===== src/rtl/core/mse_pkg.sv =====
// ----------------------------------------------------------------------------
// mse_pkg
// Shared types, symbol codes and the Morse lookup table for the encoder.
// ----------------------------------------------------------------------------
package mse_pkg;

	localparam int QDEPTH = 2;
	localparam int QPTR_W = (QDEPTH > 1) ? $clog2(QDEPTH) : 1;
	localparam int QCNT_W = $clog2(QDEPTH + 1);

	localparam logic [2:0] SYM_DOT     = 3'd0;
	localparam logic [2:0] SYM_DASH    = 3'd1;
	localparam logic [2:0] SYM_CHARGAP = 3'd2;
	localparam logic [2:0] SYM_WORDGAP = 3'd3;
	localparam logic [2:0] SYM_MSGEND  = 3'd4;

	localparam logic [7:0] CH_LOWER_A = 8'h61;
	localparam logic [7:0] CH_LOWER_Z = 8'h7a;
	localparam logic [7:0] CH_UPPER_A = 8'h41;
	localparam logic [7:0] CH_UPPER_Z = 8'h5a;
	localparam logic [7:0] CH_DIGIT_0 = 8'h30;
	localparam logic [7:0] CH_DIGIT_9 = 8'h39;
	localparam logic [5:0] DIGIT_BASE = 6'd26;

	// Pattern bits are sent from bit 0 upward; a set bit is a dash.
	typedef struct packed {
		logic [2:0] len;
		logic [4:0] dashes;
	} morse_t;

	// One queued piece of work: the symbols that one item causes, in order.
	typedef struct packed {
		logic [2:0] len;
		logic [4:0] dashes;
		logic       chargap;
		logic       wordgap;
		logic       msgend;
	} job_t;

	function automatic morse_t morse_lookup(input logic [5:0] idx);
		morse_t m;
		unique case (idx)
			6'd0:  m = '{3'd2, 5'b00010};
			6'd1:  m = '{3'd4, 5'b00001};
			6'd2:  m = '{3'd4, 5'b00101};
			6'd3:  m = '{3'd3, 5'b00001};
			6'd4:  m = '{3'd1, 5'b00000};
			6'd5:  m = '{3'd4, 5'b00100};
			6'd6:  m = '{3'd3, 5'b00011};
			6'd7:  m = '{3'd4, 5'b00000};
			6'd8:  m = '{3'd2, 5'b00000};
			6'd9:  m = '{3'd4, 5'b01110};
			6'd10: m = '{3'd3, 5'b00101};
			6'd11: m = '{3'd4, 5'b00010};
			6'd12: m = '{3'd2, 5'b00011};
			6'd13: m = '{3'd2, 5'b00001};
			6'd14: m = '{3'd3, 5'b00111};
			6'd15: m = '{3'd4, 5'b00110};
			6'd16: m = '{3'd4, 5'b01011};
			6'd17: m = '{3'd3, 5'b00010};
			6'd18: m = '{3'd3, 5'b00000};
			6'd19: m = '{3'd1, 5'b00001};
			6'd20: m = '{3'd3, 5'b00100};
			6'd21: m = '{3'd4, 5'b01000};
			6'd22: m = '{3'd3, 5'b00110};
			6'd23: m = '{3'd4, 5'b01001};
			6'd24: m = '{3'd4, 5'b01101};
			6'd25: m = '{3'd4, 5'b00011};
			6'd26: m = '{3'd5, 5'b11111};
			6'd27: m = '{3'd5, 5'b11110};
			6'd28: m = '{3'd5, 5'b11100};
			6'd29: m = '{3'd5, 5'b11000};
			6'd30: m = '{3'd5, 5'b10000};
			6'd31: m = '{3'd5, 5'b00000};
			6'd32: m = '{3'd5, 5'b00001};
			6'd33: m = '{3'd5, 5'b00011};
			6'd34: m = '{3'd5, 5'b00111};
			6'd35: m = '{3'd5, 5'b01111};
			default: m = '{3'd0, 5'b00000};
		endcase
		return m;
	endfunction

	function automatic logic job_empty(input job_t j);
		return (j.len == 3'd0) && !j.chargap && !j.wordgap && !j.msgend;
	endfunction

endpackage


===== src/rtl/core/mse_char_if.sv =====
// ----------------------------------------------------------------------------
// mse_char_if
// Channel for message text: one byte and an end-of-message flag per item.
// ----------------------------------------------------------------------------
interface mse_char_if;
	logic       valid;
	logic       ready;
	logic [7:0] char_code;
	logic       end_of_message;

	modport source (output valid, output char_code, output end_of_message, input ready);
	modport sink   (input valid, input char_code, input end_of_message, output ready);
endinterface


===== src/rtl/core/mse_sym_if.sv =====
// ----------------------------------------------------------------------------
// mse_sym_if
// Channel for Morse symbols: one symbol code and a last flag per item.
// ----------------------------------------------------------------------------
interface mse_sym_if;
	logic       valid;
	logic       ready;
	logic [2:0] symbol;
	logic       last;

	modport source (output valid, output symbol, output last, input ready);
	modport sink   (input valid, input symbol, input last, output ready);
endinterface


===== src/rtl/core/morse_symbol_encoder.sv =====
// ----------------------------------------------------------------------------
// morse_symbol_encoder
// International Morse code encoder: text bytes in, dot/dash/gap symbols out.
//
//   channel   dir  payload                           per item
//   text      in   char_code[7:0], end_of_message    one message byte
//   symbols   out  symbol[2:0], last                 one Morse symbol
//
// A byte causes zero to eight symbols; the back sequencer sends one symbol
// per cycle while the output is taken, so a letter or digit of n elements
// causes n+1 symbols (plus two at message end). A delimiter that closes a
// word or ends a message causes one or two symbols. The front takes a byte
// per cycle while the two-entry job queue has room. A delimiter that causes
// no symbol is never queued. Reset clears the open-word flag, the queue
// and the output register. Either side may stall without losing items.
// ----------------------------------------------------------------------------
module morse_symbol_encoder
	import mse_pkg::*;
(
	input  logic      clk,
	input  logic      arst_n,
	mse_char_if.sink  text,
	mse_sym_if.source symbols
);

	logic push, pop, q_ready, q_valid;
	job_t push_job, pop_job;

	mse_front u_front (
		.clk      (clk),
		.arst_n   (arst_n),
		.text     (text),
		.q_ready  (q_ready),
		.push     (push),
		.push_job (push_job)
	);

	mse_queue u_queue (
		.clk      (clk),
		.arst_n   (arst_n),
		.push     (push),
		.push_job (push_job),
		.q_ready  (q_ready),
		.pop      (pop),
		.q_valid  (q_valid),
		.pop_job  (pop_job)
	);

	mse_back u_back (
		.clk     (clk),
		.arst_n  (arst_n),
		.q_valid (q_valid),
		.pop_job (pop_job),
		.pop     (pop),
		.symbols (symbols)
	);

endmodule


===== src/rtl/core/mse_front.sv =====
// ----------------------------------------------------------------------------
// mse_front
// Accepts text bytes, classifies them and tracks whether a word is open.
// ----------------------------------------------------------------------------
module mse_front
	import mse_pkg::*;
(
	input  logic       clk,
	input  logic       arst_n,
	mse_char_if.sink   text,
	input  logic       q_ready,
	output logic       push,
	output job_t       push_job
);

	logic       inside_word_q;
	logic       is_lower, is_upper, is_digit, is_alnum;
	logic [5:0] idx;
	morse_t     code;
	logic       accept;

	assign is_lower = (text.char_code >= CH_LOWER_A) && (text.char_code <= CH_LOWER_Z);
	assign is_upper = (text.char_code >= CH_UPPER_A) && (text.char_code <= CH_UPPER_Z);
	assign is_digit = (text.char_code >= CH_DIGIT_0) && (text.char_code <= CH_DIGIT_9);
	assign is_alnum = is_lower || is_upper || is_digit;

	always_comb begin
		if (is_lower) begin
			idx = 6'(text.char_code - CH_LOWER_A);
		end else if (is_upper) begin
			idx = 6'(text.char_code - CH_UPPER_A);
		end else begin
			idx = DIGIT_BASE + 6'(text.char_code - CH_DIGIT_0);
		end
	end

	assign code = morse_lookup(idx);

	always_comb begin
		push_job.len     = is_alnum ? code.len : 3'd0;
		push_job.dashes  = is_alnum ? code.dashes : 5'd0;
		push_job.chargap = is_alnum;
		// A letter or digit closes its own word only at message end; a
		// delimiter closes an open word whether or not the message ends.
		push_job.wordgap = is_alnum ? text.end_of_message : inside_word_q;
		push_job.msgend  = text.end_of_message;
	end

	assign text.ready = q_ready;
	assign accept     = text.valid && text.ready;
	assign push       = accept && !job_empty(push_job);

	always_ff @(posedge clk or negedge arst_n) begin
		if (!arst_n) begin
			inside_word_q <= 1'b0;
		end else if (accept) begin
			inside_word_q <= is_alnum && !text.end_of_message;
		end
	end

	ap_push_nonempty: assert property (@(posedge clk) disable iff (!arst_n)
		push |-> !job_empty(push_job))
		else $error("front pushed an empty item");

endmodule


===== src/rtl/core/mse_queue.sv =====
// ----------------------------------------------------------------------------
// mse_queue
// Short flip-flop queue of jobs between the front and the back.
// ----------------------------------------------------------------------------
module mse_queue
	import mse_pkg::*;
(
	input  logic clk,
	input  logic arst_n,
	input  logic push,
	input  job_t push_job,
	output logic q_ready,
	input  logic pop,
	output logic q_valid,
	output job_t pop_job
);

	job_t              mem_q [QDEPTH];
	logic [QPTR_W-1:0] wr_ptr_q, rd_ptr_q;
	logic [QCNT_W-1:0] count_q;

	assign q_ready = (count_q != QCNT_W'(QDEPTH));
	assign q_valid = (count_q != '0);
	assign pop_job = mem_q[rd_ptr_q];

	function automatic logic [QPTR_W-1:0] next_ptr(input logic [QPTR_W-1:0] p);
		return (p == QPTR_W'(QDEPTH - 1)) ? '0 : QPTR_W'(p + 1'b1);
	endfunction

	always_ff @(posedge clk) begin
		if (push) begin
			mem_q[wr_ptr_q] <= push_job;
		end
	end

	always_ff @(posedge clk or negedge arst_n) begin
		if (!arst_n) begin
			wr_ptr_q <= '0;
			rd_ptr_q <= '0;
			count_q  <= '0;
		end else begin
			if (push) begin
				wr_ptr_q <= next_ptr(wr_ptr_q);
			end
			if (pop) begin
				rd_ptr_q <= next_ptr(rd_ptr_q);
			end
			if (push && !pop) begin
				count_q <= count_q + 1'b1;
			end else if (pop && !push) begin
				count_q <= count_q - 1'b1;
			end
		end
	end

	ap_no_overflow: assert property (@(posedge clk) disable iff (!arst_n)
		push |-> q_ready)
		else $error("queue written while full");

	ap_no_underflow: assert property (@(posedge clk) disable iff (!arst_n)
		pop |-> q_valid)
		else $error("queue read while empty");

endmodule


===== src/rtl/core/mse_back.sv =====
// ----------------------------------------------------------------------------
// mse_back
// Symbol sequencer: plays out a job a symbol per cycle, unless the output stalls.
// ----------------------------------------------------------------------------
module mse_back
	import mse_pkg::*;
(
	input  logic      clk,
	input  logic      arst_n,
	input  logic      q_valid,
	input  job_t      pop_job,
	output logic      pop,
	mse_sym_if.source symbols
);

	job_t       cur_q;
	logic       cur_valid_q;
	logic [2:0] out_sym_q;
	logic       out_last_q;
	logic       out_valid_q;

	job_t       rem;
	logic [2:0] next_sym;
	logic       advance;
	logic       done;

	// Pick the next symbol and what is left of the job after it.
	always_comb begin
		rem      = cur_q;
		next_sym = SYM_MSGEND;
		if (cur_q.len != 3'd0) begin
			next_sym   = cur_q.dashes[0] ? SYM_DASH : SYM_DOT;
			rem.dashes = {1'b0, cur_q.dashes[4:1]};
			rem.len    = cur_q.len - 3'd1;
		end else if (cur_q.chargap) begin
			next_sym    = SYM_CHARGAP;
			rem.chargap = 1'b0;
		end else if (cur_q.wordgap) begin
			next_sym    = SYM_WORDGAP;
			rem.wordgap = 1'b0;
		end else begin
			next_sym   = SYM_MSGEND;
			rem.msgend = 1'b0;
		end
	end

	assign done    = job_empty(rem);
	assign advance = cur_valid_q && (!out_valid_q || symbols.ready);
	assign pop     = q_valid && (!cur_valid_q || (advance && done));

	always_ff @(posedge clk or negedge arst_n) begin
		if (!arst_n) begin
			cur_valid_q <= 1'b0;
			out_valid_q <= 1'b0;
		end else begin
			if (pop) begin
				cur_valid_q <= 1'b1;
			end else if (advance && done) begin
				cur_valid_q <= 1'b0;
			end
			if (advance) begin
				out_valid_q <= 1'b1;
			end else if (symbols.ready) begin
				out_valid_q <= 1'b0;
			end
		end
	end

	always_ff @(posedge clk) begin
		if (pop) begin
			cur_q <= pop_job;
		end else if (advance) begin
			cur_q <= rem;
		end
		if (advance) begin
			out_sym_q  <= next_sym;
			out_last_q <= done;
		end
	end

	assign symbols.valid  = out_valid_q;
	assign symbols.symbol = out_sym_q;
	assign symbols.last   = out_last_q;

	ap_cur_nonempty: assert property (@(posedge clk) disable iff (!arst_n)
		cur_valid_q |-> !job_empty(cur_q))
		else $error("sequencer holds an empty job");

	ap_advance_fills: assert property (@(posedge clk) disable iff (!arst_n)
		advance |=> out_valid_q)
		else $error("symbol lost after advance");

endmodule

===== src/flat_wrapper.sv =====
// flat-port wrapper written by rule: the top's interface ports become plain ports
module morse_symbol_encoder_flat import mse_pkg::*;
  (clk, arst_n, text_valid, text_char_code, text_end_of_message, text_ready, symbols_valid, symbols_symbol, symbols_last, symbols_ready);
  mse_char_if text_i ();
  mse_sym_if symbols_i ();
  input  logic clk;
  input  logic arst_n;
  input wire logic [$bits(text_i.valid)-1:0] text_valid;
  input wire logic [$bits(text_i.char_code)-1:0] text_char_code;
  input wire logic [$bits(text_i.end_of_message)-1:0] text_end_of_message;
  output wire logic [$bits(text_i.ready)-1:0] text_ready;
  output wire logic [$bits(symbols_i.valid)-1:0] symbols_valid;
  output wire logic [$bits(symbols_i.symbol)-1:0] symbols_symbol;
  output wire logic [$bits(symbols_i.last)-1:0] symbols_last;
  input wire logic [$bits(symbols_i.ready)-1:0] symbols_ready;
  assign text_i.valid = text_valid;
  assign text_i.char_code = text_char_code;
  assign text_i.end_of_message = text_end_of_message;
  assign text_ready = text_i.ready;
  assign symbols_valid = symbols_i.valid;
  assign symbols_symbol = symbols_i.symbol;
  assign symbols_last = symbols_i.last;
  assign symbols_i.ready = symbols_ready;
  morse_symbol_encoder u_core (.clk(clk), .arst_n(arst_n), .text(text_i), .symbols(symbols_i));
endmodule

===== config.mk =====
export PLATFORM = sky130hd
export DESIGN_NAME = morse_symbol_encoder_flat
export DESIGN_NICKNAME = d
export VERILOG_FILES = /design/src/rtl/core/mse_pkg.sv /design/src/rtl/core/mse_char_if.sv /design/src/rtl/core/mse_sym_if.sv /design/src/rtl/core/morse_symbol_encoder.sv /design/src/rtl/core/mse_front.sv /design/src/rtl/core/mse_queue.sv /design/src/rtl/core/mse_back.sv /design/src/flat_wrapper.sv
export SDC_FILE = /design/constraint.sdc
export NUM_CORES = 1
export LEC_CHECK = 0
export ABC_AREA = 1
export BUFFER_PORTS_ARGS = -buffer_cell sky130_fd_sc_hd__buf_2
export CAP_MARGIN = 20
export CORE_ASPECT_RATIO = 0.7
export CORE_UTILIZATION = 45
export CTS_CLUSTER_SIZE = 14
export DETAILED_ROUTE_END_ITERATION = 8
export HOLD_SLACK_MARGIN = 0.15
export REMOVE_ABC_BUFFERS = 1
export SLEW_MARGIN = 20
export SYNTH_ARGS = -nofsm -noshare
export SYNTH_HDL_FRONTEND = slang
export SYNTH_SLANG_ARGS = --single-unit

===== constraint.sdc =====
create_clock -name clk -period 3.3 [get_ports clk]
set_input_delay 0.495 -clock clk [delete_from_list [all_inputs] [get_ports clk]]
set_output_delay 0.495 -clock clk [all_outputs]
set_load 0.05 [all_outputs]

==> metrics.csv, run 1 <==
stage;metric;value;unit
status;status;completed;
hold_path;hp-start;symbols_ready;
place;placed_cells;469;
floorplanning;die-area;7160;sq um
hold_path;whs_endpoint;u_core.u_back.symbols.valid;
layout;stdcell_count;478;
critical_path;start_kind;flop;
yosys;synth-seq-cells;44;
clock_tree;clk_path_buf_depth;2;
critical_path;critical_path.max_stage_delay;0.40;ns
grt;grt_overflow_total;0;
clock_tree;cts_tree;done;
yosys;synthTopCellsByArea;edfxtp_1, nand2_1, dfrtp_1;
sta;setup_viol;0;
hold_path;worst_hold_path_type;input pin to flop;
clock_tree;ctsHoldBuffers;1;
sta;period_needed;2.90;ns
grt;grt_max_degree;15;
place;place_area;3190;sq um
layout;diodes;0;
critical_path;required;3.48;ns
clock_tree;cts-root-buf;clkbuf_8;
clock_tree;cts.sinks;44;
critical_path;cp-end-kind;flop;
floorplanning;die_w;101;um
power;ir_drop;0.000275;V
layout;fin_nets;412;
layout;design_area;3280;sq um
yosys;ys_types;34;
yosys;synth_top_area_share;36.2;%
drt;top_layer_used;met4;
power;powerDensity;679;nW/um^2
grt;grt.total_usage;19.3;%
clock_tree;clkTransAtPathRegs;0.08;ns
yosys;synth.yosys.seq_area_share;41.9;%
critical_path;worstSetupPathType;flop to flop;
yosys;avgSynthCellArea;8.36;sq um
drt;route.met2.wl;2.33;mm
sta;slew_violations;0;
layout;drive_gt1_share;18.3;%
critical_path;reg2reg_depth;15;
sta;grt_setup_unrepaired;no;
clock_tree;cts_resized;0;
grt;antenna_found_initial;0;
yosys;syn_area;3070;sq um
drt;drt_first_pass_iters;4;
sta;finClkSkew;0.00252;ns
floorplanning;initial_core_util;48.0;%
drt;drc;0;
drt;vias_per_cell;4.92;
clock_tree;cts_max_level;2;
drt;drtIter0Drc;128;
sta;fmax;345;MHz
layout;fillCellCount;611;
yosys;yosys_warnings;0;
critical_path;cp_top_family;compound AO/OA/AOI/OAI gates;
floorplanning;row_count;24;
drt;ant_nets;0;
drt;wl_per_cell;13.0;um
hold_path;hold_depth;4;
drt;met1_length;3.54;mm
clock_tree;insertion_delay;0.29;ns
sta;worst_slew_pin_slew;0.916;ns
critical_path;crit_chain;inv_1 -> ha_1 -> inv_1 -> nor2_2 -> nand2_1 -> o21ai_0 -> nand2_1 -> nor2_1 -> nand4_1 -> o21ai_2 -> o21ai_2 -> ha_1 -> a21oi_1 -> o21ai_0 -> xnor2_1;
layout;regArea;1290;sq um
clock_tree;cts_buffers;5;
floorplanning;die_h;71.1;um
critical_path;r2r_start;u_core.u_back.cur_q[8];
sta;tns;0;ns
grt;grt_pass1_wl;10.6;mm
floorplanning;coreArea;6400;sq um
floorplanning;io_pins;19;
critical_path;cp_data_arrival_time;3.08;ns
critical_path;rr_endpoint;u_core.u_queue.count_q[1];
sta;finalCritPeriodShare;87.9;%
drt;routed-wl-met3;297;um
yosys;synth_top_area_cell;edfxtp_1;
drt;vias;2352;
place;dp_hpwl;4.83;mm
critical_path;slowest_stage;edfxtp_1;
critical_path;worst-path-buf-inv;2;
sta;hold_viol;0;
place;gp_congestion;0.911;
clock_tree;post-cts-setup-buffers;0;
layout;multi_input_area;1510;sq um
layout;syn_to_final_growth;6.81;%
sta;relSlewSlack;38.7;%
critical_path;reg2reg_slack;0.40;ns
power;power_leakage;1.50;nW
run;cap_violations;0;
grt;grt_pass1_vias;2158;
drt;routed_wl;6.21;mm
critical_path;path_max_fanout;13;
sta;whs;0.460;ns
place;port-buffer-count;18;
yosys;syn_inst;367;
[how the worst max path moves through the flow]
stage | start | to | cells past startpoint
2_1_floorplan | text_char_code[0] | u_core.u_queue.count_q[1] | 15
3_3_place_gp | text_char_code[0] | u_core.u_queue.mem_q[1][9] | 19
3_5_place_dp | text_char_code[0] | u_core.u_queue.mem_q[0][5] | 12
4_1_cts | u_core.u_back.cur_q[8] | u_core.u_queue.count_q[1] | 15
5_1_grt | u_core.u_back.cur_q[8] | u_core.u_queue.count_q[1] | 15
6_report | u_core.u_back.cur_q[8] | u_core.u_queue.count_q[1] | 15
[worst min-delay path: cells and delay by family]
| family | cells | cell delay, ns |
|---|---|---|
| AND/OR/NAND/NOR | 2 | 0.12 |
| buffers and inverters | 2 | 0.10 |
[cells in the mapped netlist]
cell,number
buf_4,1
a21oi_2,2
nand3_2,2
nand3_1,22
o31ai_4,1
nand4_1,5
a21oi_4,2
o21ai_0,22
nor3_1,3
nand2_4,5
buf_1,1
xor2_1,8
mux2i_1,4
a21oi_1,17
inv_2,9
nor2_1,17
edfxtp_1,37
o31ai_1,1
xnor2_1,3
nand2_1,118
nand2_2,10
o21ai_2,2
buf_6,5
o211ai_1,1
buf_12,1
ha_1,13
dfrtp_1,7
clkinv_1,1
buf_8,1
nand3_4,3
nor2_4,1
inv_1,33
nor2_2,8
buf_2,1
[per-layer routing]
metal  GRT usage, %  vias up
li1               -     1234
met5              0        -
met3           4.25        5
met4           3.06        0
met2           25.3       61
met1           31.9     1052
[flip-flops by register name (all words and copies together), names as in the netlist]
register,cells
u_core.u_back.cur_q,11
u_core.u_back.cur_valid_q,1
u_core.u_back.symbols.last,1
u_core.u_back.symbols.symbol,3
u_core.u_back.symbols.valid,1
u_core.u_front.inside_word_q,1
u_core.u_queue.count_q,2
u_core.u_queue.mem_q,22
u_core.u_queue.rd_ptr_q,1
u_core.u_queue.wr_ptr_q,1
[metrics by stage]
stage / util [%] / setup WS, ns / power [mW]
3_5_place_dp: 49.8 / 0.236 / 1.92
2_1_floorplan: - / 0.578 / 1.67
5_1_grt: 51.3 / 0.0512 / 2.42
6_report: 51.3 / 0.401 / 2.23
4_1_cts: 51.3 / 0.416 / 2.24
3_3_place_gp: 49.8 / 0.325 / 1.91
[cells by family (layout without fill, tap and decap cells)]
kind of cell             after synthesis  count (layout)  synth area share, %
AO/OA/AOI/OAI                         48              48                 9.74
XOR/XNOR                              11              11                 3.14
adder cells (fa/ha/maj)               13              13                 5.30
buffers and inverters                 53              73                 8.76
flip-flops                            44              44                 41.9
multiplexers                           4               4                 1.30
AND/OR/NAND/NOR                      194             194                 29.8
[where the power goes]
group,total [mW],switching (mW),internal (mW)
clock,0.316,0.168,0.147
sequential,0.963,0.101,0.862
combinational,0.949,0.657,0.292
total,2.23,0.926,1.30
[placed cells by master (no fill, tap or decap)]
cell,netlist,final
a21oi_1,17,17
a21oi_2,2,2
a21oi_4,2,2
buf_2,1,18
buf_4,1,3
clkbuf_1,0,2
clkbuf_8,0,5
clkinv_1,1,2
dfrtp_1,7,7
dlygate4sd3_1,0,1
edfxtp_1,37,37
ha_1,13,13
inv_1,33,33
inv_2,9,9
mux2i_1,4,4
nand2_1,118,118
nand2_2,10,10
nand2_4,5,5
nand3_1,22,22
nand3_2,2,2
nand3_4,3,3
nand4_1,5,5
nor2_1,17,17
nor2_2,8,8
nor2_4,1,1
nor3_1,3,3
o211ai_1,1,1
o21ai_0,22,22
o21ai_2,2,2
o31ai_1,1,1
o31ai_4,1,1
xnor2_1,3,3
xor2_1,8,8
[layout make-up]
type | instances | share of cell area, %
Tap cell | 91 | 3.47
Clock inverter | 1 | 0.115
Inverter | 43 | 4.92
Timing Repair Buffer | 22 | 3.74
Sequential cell | 44 | 39.2
Clock buffer | 7 | 2.33
Multi-Input combinational cell | 270 | 46.2
(Power assumes the default switching activity.)
==> inputs of run 2 (changes only) <==
Settings changed: BUFFER_PORTS_ARGS -buffer_cell sky130_fd_sc_hd__buf_2 to -buffer_cell sky130_fd_sc_hd__clkbuf_2, SLEW_MARGIN 20 to default.
==> run 2 against run 1 <==
  * Final area up 0.61%
  * Combinational power down 0.7%
  * Worst setup slack better by 0.065 ns
  * Routed wire length down 0.11%
  * Die area unchanged
  * Largest power group unchanged
==> metrics.csv, run 2 (same netlist as run 1, synthesis figures left out) <==
stage;metric;value;unit
critical_path;reg2reg_depth;15;
sta;finalCritPeriodShare;85.9;%
status;status;completed;
sta;relSlewSlack;42.6;%
critical_path;required;3.48;ns
sta;worst_slew_pin_slew;0.858;ns
hold_path;worst_hold_path_type;input pin to flop;
clock_tree;cts_max_level;2;
grt;grt_pass1_vias;2147;
floorplanning;die_h;71.1;um
critical_path;rr_endpoint;u_core.u_queue.count_q[1];
grt;grt_max_degree;15;
drt;vias_per_cell;5.00;
grt;grt.total_usage;18.3;%
clock_tree;post-cts-setup-buffers;0;
floorplanning;die_w;101;um
power;power_leakage;1.52;nW
place;place_area;3190;sq um
layout;final_cell_mix;nand2_1, edfxtp_1, inv_1, nand3_1, o21ai_0;
place;dp_hpwl;4.68;mm
layout;largest_register_ffs;22;
drt;vias;2391;
layout;drive_gt1_share;18.9;%
critical_path;critical_path.max_stage_delay;0.40;ns
sta;grt_setup_unrepaired;no;
clock_tree;insertion_delay;0.29;ns
power;swShare;40.8;%
layout;layout_commonest_cell;nand2_1;
critical_path;reg2reg_slack;0.47;ns
power;ir_drop;0.000307;V
sta;setup_viol;0;
grt;grt_pass1_wl;10.1;mm
critical_path;crit_start;u_core.u_back.cur_q[8];
place;gp_congestion;0.938;
drt;routed_wl;6.20;mm
layout;design_area;3300;sq um
clock_tree;cts.sinks;44;
grt;grt_overflow_total;0;
sta;fmax;353;MHz
layout;top_register;u_core.u_queue.mem_q;
power;p_seq_share;42.5;%
floorplanning;coreArea;6400;sq um
drt;drc;0;
clock_tree;cts_buffers;5;
floorplanning;initial_core_util;48.0;%
drt;ant_nets;0;
clock_tree;clk_path_buf_depth;2;
grt;antenna_found_initial;0;
sta;tns;0;ns
critical_path;r2r_start;u_core.u_back.cur_q[8];
power;p_clk_share;16.0;%
sta;fin_ws;0.465;ns
run;cap_violations;0;
sta;slew_violations;0;
sta;period_needed;2.83;ns
clock_tree;cts-root-buf;clkbuf_8;
layout;syn_to_final_growth;7.46;%
critical_path;path_max_fanout;8;
drt;drtIter0Drc;145;
power;pwr-share-comb;41.5;%
floorplanning;row_count;24;
layout;final_core_util;51.6;%
critical_path;start_kind;flop;
power;p_sw;925;uW
power;fin_total_pwr;2.27;mW
floorplanning;io_pins;19;
drt;wl_per_cell;13.0;um
layout;fin_nets;412;
floorplanning;die-area;7160;sq um
sta;hold_viol;0;
sta;finClkSkew;0.00365;ns
place;dp_slack;0.267;ns
drt;drt_first_pass_iters;5;
critical_path;endpoint;u_core.u_queue.count_q[1];
critical_path;worstSetupPathType;flop to flop;
hold_path;hold_depth;4;
critical_path;cp_data_arrival_time;3.01;ns
power;powerDensity;688;nW/um^2
critical_path;slowest_stage;edfxtp_1;
clock_tree;cts_tree;done;
place;port-buffer-count;18;
power;internal_power;1.34;mW
critical_path;crit_chain;inv_1 -> ha_1 -> inv_1 -> nor2_2 -> nand2_1 -> o21ai_0 -> nand2_1 -> nor2_1 -> nand4_1 -> o21ai_2 -> o21ai_2 -> ha_1 -> a21oi_1 -> o21ai_0 -> xnor2_1;
clock_tree;clkTransAtPathRegs;0.08;ns
layout;diodes;0;
critical_path;cp-end-kind;flop;
-- run 2: cell types whose count changed in the layout (fill, tap and decap cells not counted) --
cell / previous run / this run
buf_2: 18 / 0
clkbuf_1: 2 / 1
clkbuf_2: 0 / 18
clkbuf_8: 5 / 7
clkinv_1: 2 / 1
-- run 2: worst min path at each step --
stage	from	end	slack, ns
2_1_floorplan	arst_n	u_core.u_back.cur_valid_q	0.20
3_3_place_gp	arst_n	u_core.u_back.symbols.valid	0.34
3_5_place_dp	arst_n	u_core.u_back.symbols.valid	0.35
4_1_cts	symbols_ready	u_core.u_back.symbols.valid	0.44
5_1_grt	symbols_ready	u_core.u_back.symbols.valid	0.47
6_report	symbols_ready	u_core.u_back.symbols.valid	0.44
-- run 2: power groups by stage --
stage               logic (mW)  clock network (mW)  registers, mW
CTS                      0.942               0.369          0.965
finish                   0.942               0.363          0.963
global placement         0.933                   0          0.976
floorplan                0.634                   0           1.04
detailed placement       0.937                   0          0.976
global route              1.06               0.390          0.985
-- run 2: critical path, delay by kind of cell (launching register included) --
| kind | cells | cell delay [ns] |
|---|---|---|
| compound gates | 5 | 0.87 |
| simple gates | 5 | 0.68 |
| fa+ha+maj | 2 | 0.51 |
| flops | 1 | 0.40 |
| buf+inv | 2 | 0.14 |
| xor+xnor | 1 | 0.13 |
-- run 2: routing by layer --
| metal | GRT usage, % | routed length (um) |
|---|---|---|
| met1 | 29.5 | 3280 |
| met2 | 25.0 | 2450 |
| met3 | 3.46 | 423 |
| met4 | 4.19 | 46 |
| met5 | 0 | 0 |
-- run 2: timing repair --
item / 4_1_cts / 5_1_grt
gates resized for setup: 0 / 0
hold buffers: 1 / 0
hold endpoints to repair: 7 / 0
-- run 2: final cells by class --
type,instances,area (sq um)
multi-input cells,270,1510
flip-flops and latches,44,1290
inverters,43,161
fillers,615,3100
repair buffers,22,123
clock buffers,8,100
well taps,91,114
-- run 2: metrics by stage --
step / hold slack, ns / std cells
2_1_floorplan: 0.199 / 357
3_3_place_gp: 0.343 / 469
3_5_place_dp: 0.346 / 469
4_1_cts: 0.441 / 478
5_1_grt: 0.469 / 478
6_report: 0.443 / 478
